**config.mk**
```make
export PLATFORM = sky130hd
export DESIGN_NAME = parameter_packet_framer_crc32_flat
export DESIGN_NICKNAME = d
export VERILOG_FILES = /design/src/hw/rtl/pfc_pkg.sv /design/src/hw/rtl/pfc_if.sv /design/src/hw/rtl/pfc_ctrl.sv /design/src/hw/rtl/pfc_dp.sv /design/src/hw/rtl/parameter_packet_framer_crc32.sv /design/src/flat_wrapper.sv
export SDC_FILE = /design/constraint.sdc
export NUM_CORES = 1
export LEC_CHECK = 0
export BUFFER_PORTS_ARGS = -buffer_cell sky130_fd_sc_hd__buf_2
export CORE_UTILIZATION = 29
export CTS_BUF_LIST = sky130_fd_sc_hd__clkbuf_2 sky130_fd_sc_hd__clkbuf_4 sky130_fd_sc_hd__clkbuf_8
export CTS_CLUSTER_DIAMETER = 40
export CTS_CLUSTER_SIZE = 12
export DETAILED_ROUTE_END_ITERATION = 16
export SLEW_MARGIN = 30
export SYNTH_ARGS = -nofsm -noshare
export SYNTH_HDL_FRONTEND = slang
export SYNTH_SLANG_ARGS = --single-unit
export TNS_END_PERCENT = 50
```
**constraint.sdc**
```tcl
create_clock -name clk -period 6.2 [get_ports clk]
set_clock_uncertainty 0.05 [all_clocks]
set_input_delay 0.31 -clock clk [delete_from_list [all_inputs] [get_ports clk]]
set_output_delay 0.31 -clock clk [all_outputs]
set_load 0.05 [all_outputs]
```
**src/hw/rtl/pfc_pkg.sv**
```systemverilog
package pfc_pkg;

  localparam int unsigned MASK_W      = 15;
  localparam int unsigned IDX_W       = 4;
  localparam int unsigned VAL_W       = 32;
  localparam int unsigned PARAM_COUNT = 15;

  localparam logic [7:0] PREAMBLE_BYTE = 8'hAA;

  typedef enum logic [2:0] {
    SEL_PRE,
    SEL_CNT,
    SEL_CODE,
    SEL_VAL,
    SEL_CRC
  } byte_sel_t;

  typedef struct packed {
    logic       emit;
    logic       crc_clr;
    byte_sel_t  sel;
    logic [1:0] lane;
    logic [7:0] cnt_byte;
    logic       frame_end;
    logic       run_last;
  } dp_cmd_t;

  typedef struct packed {
    logic out_free;
    logic hit;
    logic full;
    logic any_sent;
  } dp_stat_t;

  // reflected crc-32, one nibble per lookup
  function automatic logic [31:0] nib_entry(input logic [3:0] n);
    logic [31:0] r;
    case (n)
      4'h0: r = 32'h00000000;
      4'h1: r = 32'h1DB71064;
      4'h2: r = 32'h3B6E20C8;
      4'h3: r = 32'h26D930AC;
      4'h4: r = 32'h76DC4190;
      4'h5: r = 32'h6B6B51F4;
      4'h6: r = 32'h4DB26158;
      4'h7: r = 32'h5005713C;
      4'h8: r = 32'hEDB88320;
      4'h9: r = 32'hF00F9344;
      4'hA: r = 32'hD6D6A3E8;
      4'hB: r = 32'hCB61B38C;
      4'hC: r = 32'h9B64C2B0;
      4'hD: r = 32'h86D3D2D4;
      4'hE: r = 32'hA00AE278;
      default: r = 32'hBDBDF21C;
    endcase
    return r;
  endfunction

  function automatic logic [31:0] crc_byte(input logic [31:0] c, input logic [7:0] b);
    logic [31:0] t;
    t = c ^ {24'd0, b};
    t = (t >> 4) ^ nib_entry(t[3:0]);
    t = (t >> 4) ^ nib_entry(t[3:0]);
    return t;
  endfunction

endpackage

```
**src/hw/rtl/pfc_if.sv**
```systemverilog
interface pfc_in_if;
  logic                          valid;
  logic                          ready;
  logic [pfc_pkg::IDX_W-1:0]     param_index;
  logic [pfc_pkg::VAL_W-1:0]     param_value;
  logic                          last_param;

  modport source (output valid, param_index, param_value, last_param, input ready);
  modport sink   (input valid, param_index, param_value, last_param, output ready);
endinterface

interface pfc_out_if;
  logic       valid;
  logic       ready;
  logic [7:0] out_byte;
  logic       frame_end;
  logic       run_last;

  modport source (output valid, out_byte, frame_end, run_last, input ready);
  modport sink   (input valid, out_byte, frame_end, run_last, output ready);
endinterface

interface pfc_cfg_if;
  logic                       valid;
  logic                       ready;
  logic [pfc_pkg::MASK_W-1:0] param_mask;

  modport source (output valid, param_mask, input ready);
  modport sink   (input valid, param_mask, output ready);
endinterface

```
**src/hw/rtl/pfc_ctrl.sv**
```systemverilog
module pfc_ctrl #(
  parameter int unsigned ENTRIES_PER_FRAME = 6
) (
  input  logic                     clk,
  input  logic                     rst_n,
  input  logic                     in_accept,
  input  logic                     in_last_param,
  input  pfc_pkg::dp_stat_t        stat,
  input  logic [((ENTRIES_PER_FRAME > 1) ? $clog2(ENTRIES_PER_FRAME) : 1)-1:0] fill_count,
  output logic                     in_ready,
  output pfc_pkg::dp_cmd_t         cmd,
  output logic [((ENTRIES_PER_FRAME > 1) ? $clog2(ENTRIES_PER_FRAME) : 1)-1:0] ent_idx
);

  localparam int unsigned IW = (ENTRIES_PER_FRAME > 1) ? $clog2(ENTRIES_PER_FRAME) : 1;
  localparam int unsigned CW = $clog2(ENTRIES_PER_FRAME + 1);

  typedef enum logic [2:0] {
    S_IDLE,
    S_PRE,
    S_CNT,
    S_CODE,
    S_VAL,
    S_CRC
  } state_t;

  state_t        state_r, state_nxt;
  logic [1:0]    lane_r, lane_nxt;
  logic [CW-1:0] ent_r, ent_nxt;
  logic [CW-1:0] fcnt_r, fcnt_nxt;
  logic          close_pend_r, close_pend_nxt;
  logic          final_r, final_nxt;
  logic          close_req;

  assign close_req = in_last_param && (stat.any_sent || stat.hit);
  assign in_ready  = (state_r == S_IDLE);
  assign ent_idx   = ent_r[IW-1:0];

  always_comb begin
    state_nxt      = state_r;
    lane_nxt       = lane_r;
    ent_nxt        = ent_r;
    fcnt_nxt       = fcnt_r;
    close_pend_nxt = close_pend_r;
    final_nxt      = final_r;
    cmd            = '0;
    cmd.sel        = pfc_pkg::SEL_PRE;
    cmd.lane       = lane_r;
    cmd.cnt_byte   = 8'(fcnt_r);
    unique case (state_r)
      S_IDLE: begin
        lane_nxt = 2'd0;
        if (in_accept) begin
          if (stat.full) begin
            state_nxt      = S_PRE;
            fcnt_nxt       = CW'(ENTRIES_PER_FRAME);
            close_pend_nxt = close_req;
            final_nxt      = !close_req;
          end else if (close_req) begin
            state_nxt      = S_PRE;
            fcnt_nxt       = CW'(fill_count) + CW'(stat.hit);
            close_pend_nxt = 1'b0;
            final_nxt      = 1'b1;
          end
        end
      end
      S_PRE: begin
        if (stat.out_free) begin
          cmd.emit    = 1'b1;
          cmd.sel     = pfc_pkg::SEL_PRE;
          cmd.crc_clr = (lane_r == 2'd0);
          lane_nxt    = lane_r + 2'd1;
          if (lane_r == 2'd3) begin
            state_nxt = S_CNT;
          end
        end
      end
      S_CNT: begin
        if (stat.out_free) begin
          cmd.emit = 1'b1;
          cmd.sel  = pfc_pkg::SEL_CNT;
          ent_nxt  = '0;
          lane_nxt = 2'd0;
          state_nxt = (fcnt_r == '0) ? S_CRC : S_CODE;
        end
      end
      S_CODE: begin
        if (stat.out_free) begin
          cmd.emit  = 1'b1;
          cmd.sel   = pfc_pkg::SEL_CODE;
          lane_nxt  = 2'd0;
          state_nxt = S_VAL;
        end
      end
      S_VAL: begin
        if (stat.out_free) begin
          cmd.emit = 1'b1;
          cmd.sel  = pfc_pkg::SEL_VAL;
          lane_nxt = lane_r + 2'd1;
          if (lane_r == 2'd3) begin
            if (ent_r == fcnt_r - CW'(1)) begin
              state_nxt = S_CRC;
            end else begin
              ent_nxt   = ent_r + CW'(1);
              state_nxt = S_CODE;
            end
          end
        end
      end
      S_CRC: begin
        if (stat.out_free) begin
          cmd.emit      = 1'b1;
          cmd.sel       = pfc_pkg::SEL_CRC;
          cmd.frame_end = (lane_r == 2'd3);
          cmd.run_last  = (lane_r == 2'd3) && final_r;
          lane_nxt      = lane_r + 2'd1;
          if (lane_r == 2'd3) begin
            // closing frame after a full one always carries no entries
            if (close_pend_r) begin
              state_nxt      = S_PRE;
              fcnt_nxt       = '0;
              close_pend_nxt = 1'b0;
              final_nxt      = 1'b1;
            end else begin
              state_nxt = S_IDLE;
            end
          end
        end
      end
      default: begin
        state_nxt = S_IDLE;
      end
    endcase
  end

  always_ff @(posedge clk) begin
    if (!rst_n) begin
      state_r      <= S_IDLE;
      lane_r       <= 2'd0;
      ent_r        <= '0;
      fcnt_r       <= '0;
      close_pend_r <= 1'b0;
      final_r      <= 1'b0;
    end else begin
      state_r      <= state_nxt;
      lane_r       <= lane_nxt;
      ent_r        <= ent_nxt;
      fcnt_r       <= fcnt_nxt;
      close_pend_r <= close_pend_nxt;
      final_r      <= final_nxt;
    end
  end

`ifndef SYNTH
  a_emit_needs_room: assert property (@(posedge clk) disable iff (!rst_n)
    cmd.emit |-> stat.out_free)
    else $error("byte issued while output register is held");

  a_run_last_on_end: assert property (@(posedge clk) disable iff (!rst_n)
    cmd.run_last |-> cmd.frame_end)
    else $error("run_last outside a frame end");

  a_quiet_item: assert property (@(posedge clk) disable iff (!rst_n)
    (in_accept && !stat.full && !close_req) |=> in_ready)
    else $error("item without output left the controller busy");
`endif

endmodule

```
**src/hw/rtl/pfc_dp.sv**
```systemverilog
module pfc_dp #(
  parameter int unsigned ENTRIES_PER_FRAME = 6
) (
  input  logic                         clk,
  input  logic                         rst_n,
  input  logic                         in_accept,
  input  logic [pfc_pkg::IDX_W-1:0]    in_param_index,
  input  logic [pfc_pkg::VAL_W-1:0]    in_param_value,
  input  logic                         in_last_param,
  input  logic                         cfg_write,
  input  logic [pfc_pkg::MASK_W-1:0]   cfg_param_mask,
  input  pfc_pkg::dp_cmd_t             cmd,
  input  logic [((ENTRIES_PER_FRAME > 1) ? $clog2(ENTRIES_PER_FRAME) : 1)-1:0] ent_idx,
  output pfc_pkg::dp_stat_t            stat,
  output logic [((ENTRIES_PER_FRAME > 1) ? $clog2(ENTRIES_PER_FRAME) : 1)-1:0] fill_count,
  output logic                         out_valid,
  input  logic                         out_ready,
  output logic [7:0]                   out_byte,
  output logic                         out_frame_end,
  output logic                         out_run_last
);

  localparam int unsigned IW = (ENTRIES_PER_FRAME > 1) ? $clog2(ENTRIES_PER_FRAME) : 1;
  localparam int unsigned EW = pfc_pkg::IDX_W + pfc_pkg::VAL_W;

  logic [pfc_pkg::MASK_W-1:0] mask_r;
  logic [pfc_pkg::MASK_W:0]   mask_ext;
  logic [EW-1:0]              store_r [ENTRIES_PER_FRAME];
  logic [IW-1:0]              fill_r, fill_nxt;
  logic                       any_r, any_nxt;
  logic [31:0]                crc_r, crc_nxt;
  logic                       out_valid_r;
  logic [7:0]                 out_byte_r;
  logic                       frame_end_r;
  logic                       run_last_r;
  logic                       hit;
  logic                       full;
  logic                       out_free;
  logic [EW-1:0]              entry;
  logic [31:0]                entry_val;
  logic [7:0]                 byte_mux;

  // index 15 lands on the padding bit and is never taken
  assign mask_ext = {1'b0, mask_r};
  assign hit  = ({1'b0, in_param_index} < 5'(pfc_pkg::PARAM_COUNT)) && mask_ext[in_param_index];
  assign full = hit && (fill_r == IW'(ENTRIES_PER_FRAME - 1));
  assign out_free = !out_valid_r || out_ready;

  assign stat.out_free = out_free;
  assign stat.hit      = hit;
  assign stat.full     = full;
  assign stat.any_sent = any_r;
  assign fill_count    = fill_r;

  assign entry     = store_r[ent_idx];
  assign entry_val = entry[pfc_pkg::VAL_W-1:0];

  always_comb begin
    case (cmd.sel)
      pfc_pkg::SEL_PRE:  byte_mux = pfc_pkg::PREAMBLE_BYTE;
      pfc_pkg::SEL_CNT:  byte_mux = cmd.cnt_byte;
      pfc_pkg::SEL_CODE: byte_mux = 8'(entry[EW-1:pfc_pkg::VAL_W]);
      pfc_pkg::SEL_VAL:  byte_mux = entry_val[8*cmd.lane +: 8];
      pfc_pkg::SEL_CRC:  byte_mux = crc_r[8*cmd.lane +: 8];
      default:           byte_mux = 8'd0;
    endcase
  end

  always_comb begin
    fill_nxt = fill_r;
    any_nxt  = any_r;
    if (in_accept) begin
      if (in_last_param) begin
        fill_nxt = '0;
        any_nxt  = 1'b0;
      end else begin
        if (full) begin
          fill_nxt = '0;
        end else if (hit) begin
          fill_nxt = fill_r + IW'(1);
        end
        if (hit) begin
          any_nxt = 1'b1;
        end
      end
    end
  end

  always_comb begin
    crc_nxt = crc_r;
    if (cmd.emit && (cmd.sel != pfc_pkg::SEL_CRC)) begin
      crc_nxt = pfc_pkg::crc_byte(cmd.crc_clr ? 32'd0 : crc_r, byte_mux);
    end
  end

  always_ff @(posedge clk) begin
    if (in_accept && hit) begin
      store_r[fill_r] <= {in_param_index, in_param_value};
    end
  end

  always_ff @(posedge clk) begin
    if (cmd.emit) begin
      out_byte_r  <= byte_mux;
      frame_end_r <= cmd.frame_end;
      run_last_r  <= cmd.run_last;
    end
  end

  always_ff @(posedge clk) begin
    if (!rst_n) begin
      mask_r      <= '0;
      fill_r      <= '0;
      any_r       <= 1'b0;
      crc_r       <= 32'd0;
      out_valid_r <= 1'b0;
    end else begin
      if (cfg_write) begin
        mask_r <= cfg_param_mask;
      end
      fill_r <= fill_nxt;
      any_r  <= any_nxt;
      crc_r  <= crc_nxt;
      if (cmd.emit) begin
        out_valid_r <= 1'b1;
      end else if (out_ready) begin
        out_valid_r <= 1'b0;
      end
    end
  end

  assign out_valid     = out_valid_r;
  assign out_byte      = out_byte_r;
  assign out_frame_end = frame_end_r;
  assign out_run_last  = run_last_r;

`ifndef SYNTH
  a_fill_below_frame: assert property (@(posedge clk) disable iff (!rst_n)
    fill_r <= IW'(ENTRIES_PER_FRAME - 1))
    else $error("fill count reached a full frame without emptying");

  a_fill_implies_any: assert property (@(posedge clk) disable iff (!rst_n)
    !any_r |-> (fill_r == '0))
    else $error("entries held with no entry recorded in the set");

  a_close_clears: assert property (@(posedge clk) disable iff (!rst_n)
    (in_accept && in_last_param) |=> (!any_r && (fill_r == '0)))
    else $error("closing request left entries behind");
`endif

endmodule

```
**src/hw/rtl/parameter_packet_framer_crc32.sv**
```systemverilog
// channel  dir  handshake       payload
// in_chan  in   valid / ready   param_index[3:0], param_value[31:0], last_param
// out_chan out  valid / ready   out_byte[7:0], frame_end, run_last
// cfg_chan in   valid / ready   param_mask[14:0], ready always high
//
// a request that sends nothing leaves the block ready for the next; one that sends
// frames emits 9 + 5 * entries bytes a frame, at one byte a cycle set by the
// single output register when out_chan.ready stays high
// reset is synchronous on rst_n, no clearing pass; the entry store is never read unwritten
// a stalled output holds the controller in place; the next request is taken once it idles
module parameter_packet_framer_crc32 #(
  parameter int unsigned ENTRIES_PER_FRAME = 6
) (
  input  logic       clk,
  input  logic       rst_n,
  pfc_in_if.sink     in_chan,
  pfc_out_if.source  out_chan,
  pfc_cfg_if.sink    cfg_chan
);

  localparam int unsigned IW = (ENTRIES_PER_FRAME > 1) ? $clog2(ENTRIES_PER_FRAME) : 1;

  pfc_pkg::dp_cmd_t  cmd;
  pfc_pkg::dp_stat_t stat;
  logic [IW-1:0]     ent_idx;
  logic [IW-1:0]     fill_count;
  logic              in_ready;
  logic              in_accept;

  assign in_chan.ready  = in_ready;
  assign in_accept      = in_chan.valid && in_ready;
  assign cfg_chan.ready = 1'b1;

  pfc_ctrl #(
    .ENTRIES_PER_FRAME (ENTRIES_PER_FRAME)
  ) u_ctrl (
    .clk           (clk),
    .rst_n         (rst_n),
    .in_accept     (in_accept),
    .in_last_param (in_chan.last_param),
    .stat          (stat),
    .fill_count    (fill_count),
    .in_ready      (in_ready),
    .cmd           (cmd),
    .ent_idx       (ent_idx)
  );

  pfc_dp #(
    .ENTRIES_PER_FRAME (ENTRIES_PER_FRAME)
  ) u_dp (
    .clk            (clk),
    .rst_n          (rst_n),
    .in_accept      (in_accept),
    .in_param_index (in_chan.param_index),
    .in_param_value (in_chan.param_value),
    .in_last_param  (in_chan.last_param),
    .cfg_write      (cfg_chan.valid),
    .cfg_param_mask (cfg_chan.param_mask),
    .cmd            (cmd),
    .ent_idx        (ent_idx),
    .stat           (stat),
    .fill_count     (fill_count),
    .out_valid      (out_chan.valid),
    .out_ready      (out_chan.ready),
    .out_byte       (out_chan.out_byte),
    .out_frame_end  (out_chan.frame_end),
    .out_run_last   (out_chan.run_last)
  );

endmodule

```
**src/flat_wrapper.sv**
```systemverilog
// flat-port wrapper written by rule: the top's interface ports become plain ports
module parameter_packet_framer_crc32_flat 
#(
  parameter int unsigned ENTRIES_PER_FRAME = 6
)
  (clk, rst_n, in_chan_valid, in_chan_param_index, in_chan_param_value, in_chan_last_param, in_chan_ready, out_chan_valid, out_chan_out_byte, out_chan_frame_end, out_chan_run_last, out_chan_ready, cfg_chan_valid, cfg_chan_param_mask, cfg_chan_ready);
  pfc_in_if in_chan_i ();
  pfc_out_if out_chan_i ();
  pfc_cfg_if cfg_chan_i ();
  input  logic clk;
  input  logic rst_n;
  input wire logic [$bits(in_chan_i.valid)-1:0] in_chan_valid;
  input wire logic [$bits(in_chan_i.param_index)-1:0] in_chan_param_index;
  input wire logic [$bits(in_chan_i.param_value)-1:0] in_chan_param_value;
  input wire logic [$bits(in_chan_i.last_param)-1:0] in_chan_last_param;
  output wire logic [$bits(in_chan_i.ready)-1:0] in_chan_ready;
  output wire logic [$bits(out_chan_i.valid)-1:0] out_chan_valid;
  output wire logic [$bits(out_chan_i.out_byte)-1:0] out_chan_out_byte;
  output wire logic [$bits(out_chan_i.frame_end)-1:0] out_chan_frame_end;
  output wire logic [$bits(out_chan_i.run_last)-1:0] out_chan_run_last;
  input wire logic [$bits(out_chan_i.ready)-1:0] out_chan_ready;
  input wire logic [$bits(cfg_chan_i.valid)-1:0] cfg_chan_valid;
  input wire logic [$bits(cfg_chan_i.param_mask)-1:0] cfg_chan_param_mask;
  output wire logic [$bits(cfg_chan_i.ready)-1:0] cfg_chan_ready;
  assign in_chan_i.valid = in_chan_valid;
  assign in_chan_i.param_index = in_chan_param_index;
  assign in_chan_i.param_value = in_chan_param_value;
  assign in_chan_i.last_param = in_chan_last_param;
  assign in_chan_ready = in_chan_i.ready;
  assign out_chan_valid = out_chan_i.valid;
  assign out_chan_out_byte = out_chan_i.out_byte;
  assign out_chan_frame_end = out_chan_i.frame_end;
  assign out_chan_run_last = out_chan_i.run_last;
  assign out_chan_i.ready = out_chan_ready;
  assign cfg_chan_i.valid = cfg_chan_valid;
  assign cfg_chan_i.param_mask = cfg_chan_param_mask;
  assign cfg_chan_ready = cfg_chan_i.ready;
  parameter_packet_framer_crc32 #(.ENTRIES_PER_FRAME(ENTRIES_PER_FRAME)) u_core (.clk(clk), .rst_n(rst_n), .in_chan(in_chan_i), .out_chan(out_chan_i), .cfg_chan(cfg_chan_i));
endmodule
```
==> flow_summary.ini <==
[logic_synthesis]
synth-edff-count = 226
yosys_register_bits = 294
muxShareOfSynthArea = 0.1261
syn_nets = 1018
synthArstFlopShare = 0
syn_area_um2 = 12980
ys.flop_type = edfxtp_1
synth_compound_area_frac = 0.07635
synth_cell_types = 69
synth_top_family_by_area = multiplexers
synth_warnings = 0
ys_seq_area_frac = 0.6278
synth-simple-area-share = 0.07626
synth_xor_area_frac = 0.06016
synth_fa_ha_area_frac = 0.008676
avgSynthCellArea_um2 = 13.63
synth_cells = 952

[final_layout]
insertedDiodeCount = 0
area_delta_synth_final_pct = 18.90
mostFrequentLayoutCell = edfxtp_1
final-instance-count-excl-fill = 1704
drive_gt1_frac = 0.2149
layout_common_cells = 226 x edfxtp_1, 90 x nand2_1, 78 x mux2i_1
nNetsFinal = 1145
num-fill-cells = 4258

[detailed_routing]
vias = 8063
wl_per_cell_um = 18.15
drtIter0Drc = 505
viasPerCell = 4.732
drc = 0
detail-route-antenna-nets = 0
drtPass1Iterations = 7
finalWirelength_mm = 30.92

[clocking]
clock_sinks = 294
clkTransAtPathRegs_ns = 0.06
cts.path.max_buffers = 3
numCtsBuffers = 43
clock_latency_ns = 0.57
cts.htree.levels = 2
cts_tree = built
cts_root_buf = clkbuf_8
cts_resized = 0
postCtsSetupRepairBufs = 0

[sta]
setup-tns-final_ns = 0
worstMarginPinSlew_ns = 0.9517
slew-limit-headroom = 0.3655
setup_ws_ns = 2.147
rsz0062_at_grt = no
final_hold_viol_count = 0
fin_crit_sh = 0.6538
report.final.slew_viol_count = 0
min_period_ns = 4.053
timing.final.setup_violations = 0
fmax_mhz = 246.7

[floorplan]
core-area_um2 = 44220
rows = 77
chipHeight_um = 213.6
initial_core_util = 0.2935
ios = 70
fp.dieW_um = 213.6
die_area_um2 = 45600

[placed_design]
gp_congestion = 0.8717
dpl.cell_count = 1577
hpwl_mm = 19.40
dp_slack_ns = 1.943
io_buffers = 68

[setup_path]
critPathMaxFanout = 16
worstPathArrival_ns = 4.47
worstSetupPathType = flop to flop
start_kind = flop
r2r_cells = 11
required_ns = 6.62
end_kind = flop

[pwr]
power_density_nw_per_um2 = 383.5
vdd.ir_drop.worst_mv = 0.1766
finalPower_mw = 5.918
leakage_nw = 5.057

[flow_run]
maxCapViolations = 0

[status]
outcome = finished, final reports clean

[global_route]
grt_overflow = 0
grtUsageTotal = 0.1386
grt_pass1_vias = 8080
grt_pass1_wl_mm = 47.98
grt_antenna_before_repair = 1
grt_max_degree = 56

[hold_path]
worstHoldPathCells = 3
hp-class = input pin to flop
synth_stat cells, types with 2 or more instances:
master / instances / area share
xor2_2: 5 / 0.0063
or3_1: 2 / 0.00096
a211oi_1: 13 / 0.0075
mux2i_1: 78 / 0.060
a221o_1: 2 / 0.0015
mux2_2: 17 / 0.015
inv_1: 13 / 0.0038
a31o_2: 2 / 0.0013
ha_1: 9 / 0.0087
nand2b_1: 5 / 0.0024
mux2_1: 5 / 0.0043
buf_4: 8 / 0.0046
buf_6: 4 / 0.0035
xnor2_1: 38 / 0.026
dfxtp_1: 68 / 0.10
nor2b_1: 7 / 0.0034
a41oi_1: 2 / 0.0013
buf_2: 7 / 0.0027
o21ai_1: 11 / 0.0042
a31oi_1: 8 / 0.0039
nor3_1: 11 / 0.0042
clkbuf_1: 26 / 0.0075
a211o_1: 2 / 0.0013
a221oi_1: 2 / 0.0013
o21ai_0: 30 / 0.012
nor2_1: 67 / 0.019
edfxtp_1: 226 / 0.52
xor2_1: 25 / 0.017
nand2_1: 90 / 0.026
nand3_1: 20 / 0.0077
a2111oi_0: 2 / 0.0013
a21oi_1: 48 / 0.019
xor2_4: 3 / 0.0064
o22ai_1: 8 / 0.0039
xnor2_2: 4 / 0.0050
a22oi_1: 14 / 0.0081
mux4_2: 27 / 0.047
and3_1: 5 / 0.0024
o21a_1: 2 / 0.0012
buf_1: 7 / 0.0020
sequential cells by signal, indices dropped and copies added, names as in the netlist, 2 cells and up, named ones only:
| name | count |
|---|---|
| u_core.u_dp.crc_r | 32 |
| u_core.u_ctrl.ent_idx | 3 |
| u_core.u_dp.mask_r | 15 |
| u_core.u_ctrl.lane_r | 2 |
| u_core.u_ctrl.state_r | 3 |
| u_core.u_ctrl.fcnt_r | 3 |
| u_core.u_dp.fill_count | 3 |
| u_core.u_dp.out_byte | 8 |
| u_core.u_dp.store_r | 216 |
per-layer routing:
layer | wire (um) | share of wire | GRT usage | vias to the layer above
met2 | 14340 | 0.46 | 0.2222 | 224
met1 | 14240 | 0.46 | 0.1893 | 4000
met4 | 541 | 0.017 | 0.04039 | 2
li1 | - | - | - | 3794
met3 | 1790 | 0.058 | 0.02797 | 43
met5 | 13 | 0.00042 | 0 | -
power by group:
| part | switching (mW) | internal, mW |
|---|---|---|
| logic | 1.07 | 0.702 |
| registers | 0.138 | 2.27 |
| clock network | 0.798 | 0.936 |
worst max-delay path: stages (launching register included):
cell and delay, ns:
dfxtp_1 0.82, buf_4 0.40, nand2b_1 0.32, a31o_2 0.18
a31oi_1 0.04, or4_4 0.51, o31ai_4 0.37, xor2_4 0.38
xor2_4 0.30, xnor2_1 0.26, xnor2_1 0.12, a211oi_1 0.22
what timing repair did:
item,CTS,global route
hold buffers,49,0
setup endpoints to repair,0,0
endpoints found under the hold margin,218,0
cells by family (layout without fill, tap and decap cells):
| kind of cell | Yosys count | count (layout) |
|---|---|---|
| AOI/OAI and AO/OA | 158 | 158 |
| xor gates and xnor gates | 75 | 75 |
| adders and majority gates | 9 | 9 |
| buffers and inverters | 66 | 226 |
| DFF | 294 | 294 |
| muxes | 127 | 127 |
| other | 1 | 1 |
| and+or+nand+nor | 222 | 222 |
through the flow:
stage	instance area, um^2	utilization	hold slack, ns
finish	15430	0.3490	0.05237
global route	15430	0.3490	0.03163
CTS	15430	0.3489	0.02285
detailed placement	13980	0.3162	0.4041
global placement	13970	0.3160	0.3950
floorplan	12990	-	0.3589
worst paths after layout:
path,start,to,slack (ns)
worst max register to register,u_core.u_ctrl.lane_r[0],u_core.u_dp.crc_r[5],2.15
worst max-delay path,u_core.u_ctrl.lane_r[0],u_core.u_dp.crc_r[5],2.15
worst min register to register,u_core.u_dp.any_r,u_core.u_dp.any_r,0.42
worst min-delay path,in_chan_valid,u_core.u_dp.any_r,0.05
final cells by class:
cell class / instances / area, um^2 / area share
Timing Repair Buffer: 134 / 958.4 / 0.06210
Clock inverter: 28 / 307.8 / 0.01994
Sequential cell: 294 / 8157 / 0.5285
Multi-Input combinational cell: 592 / 4566 / 0.2958
Clock buffer: 50 / 650.6 / 0.04216
Inverter: 14 / 52.55 / 0.003405
Tap cell: 592 / 740.7 / 0.04800
Note: power is estimated with default switching activity, not from simulation.
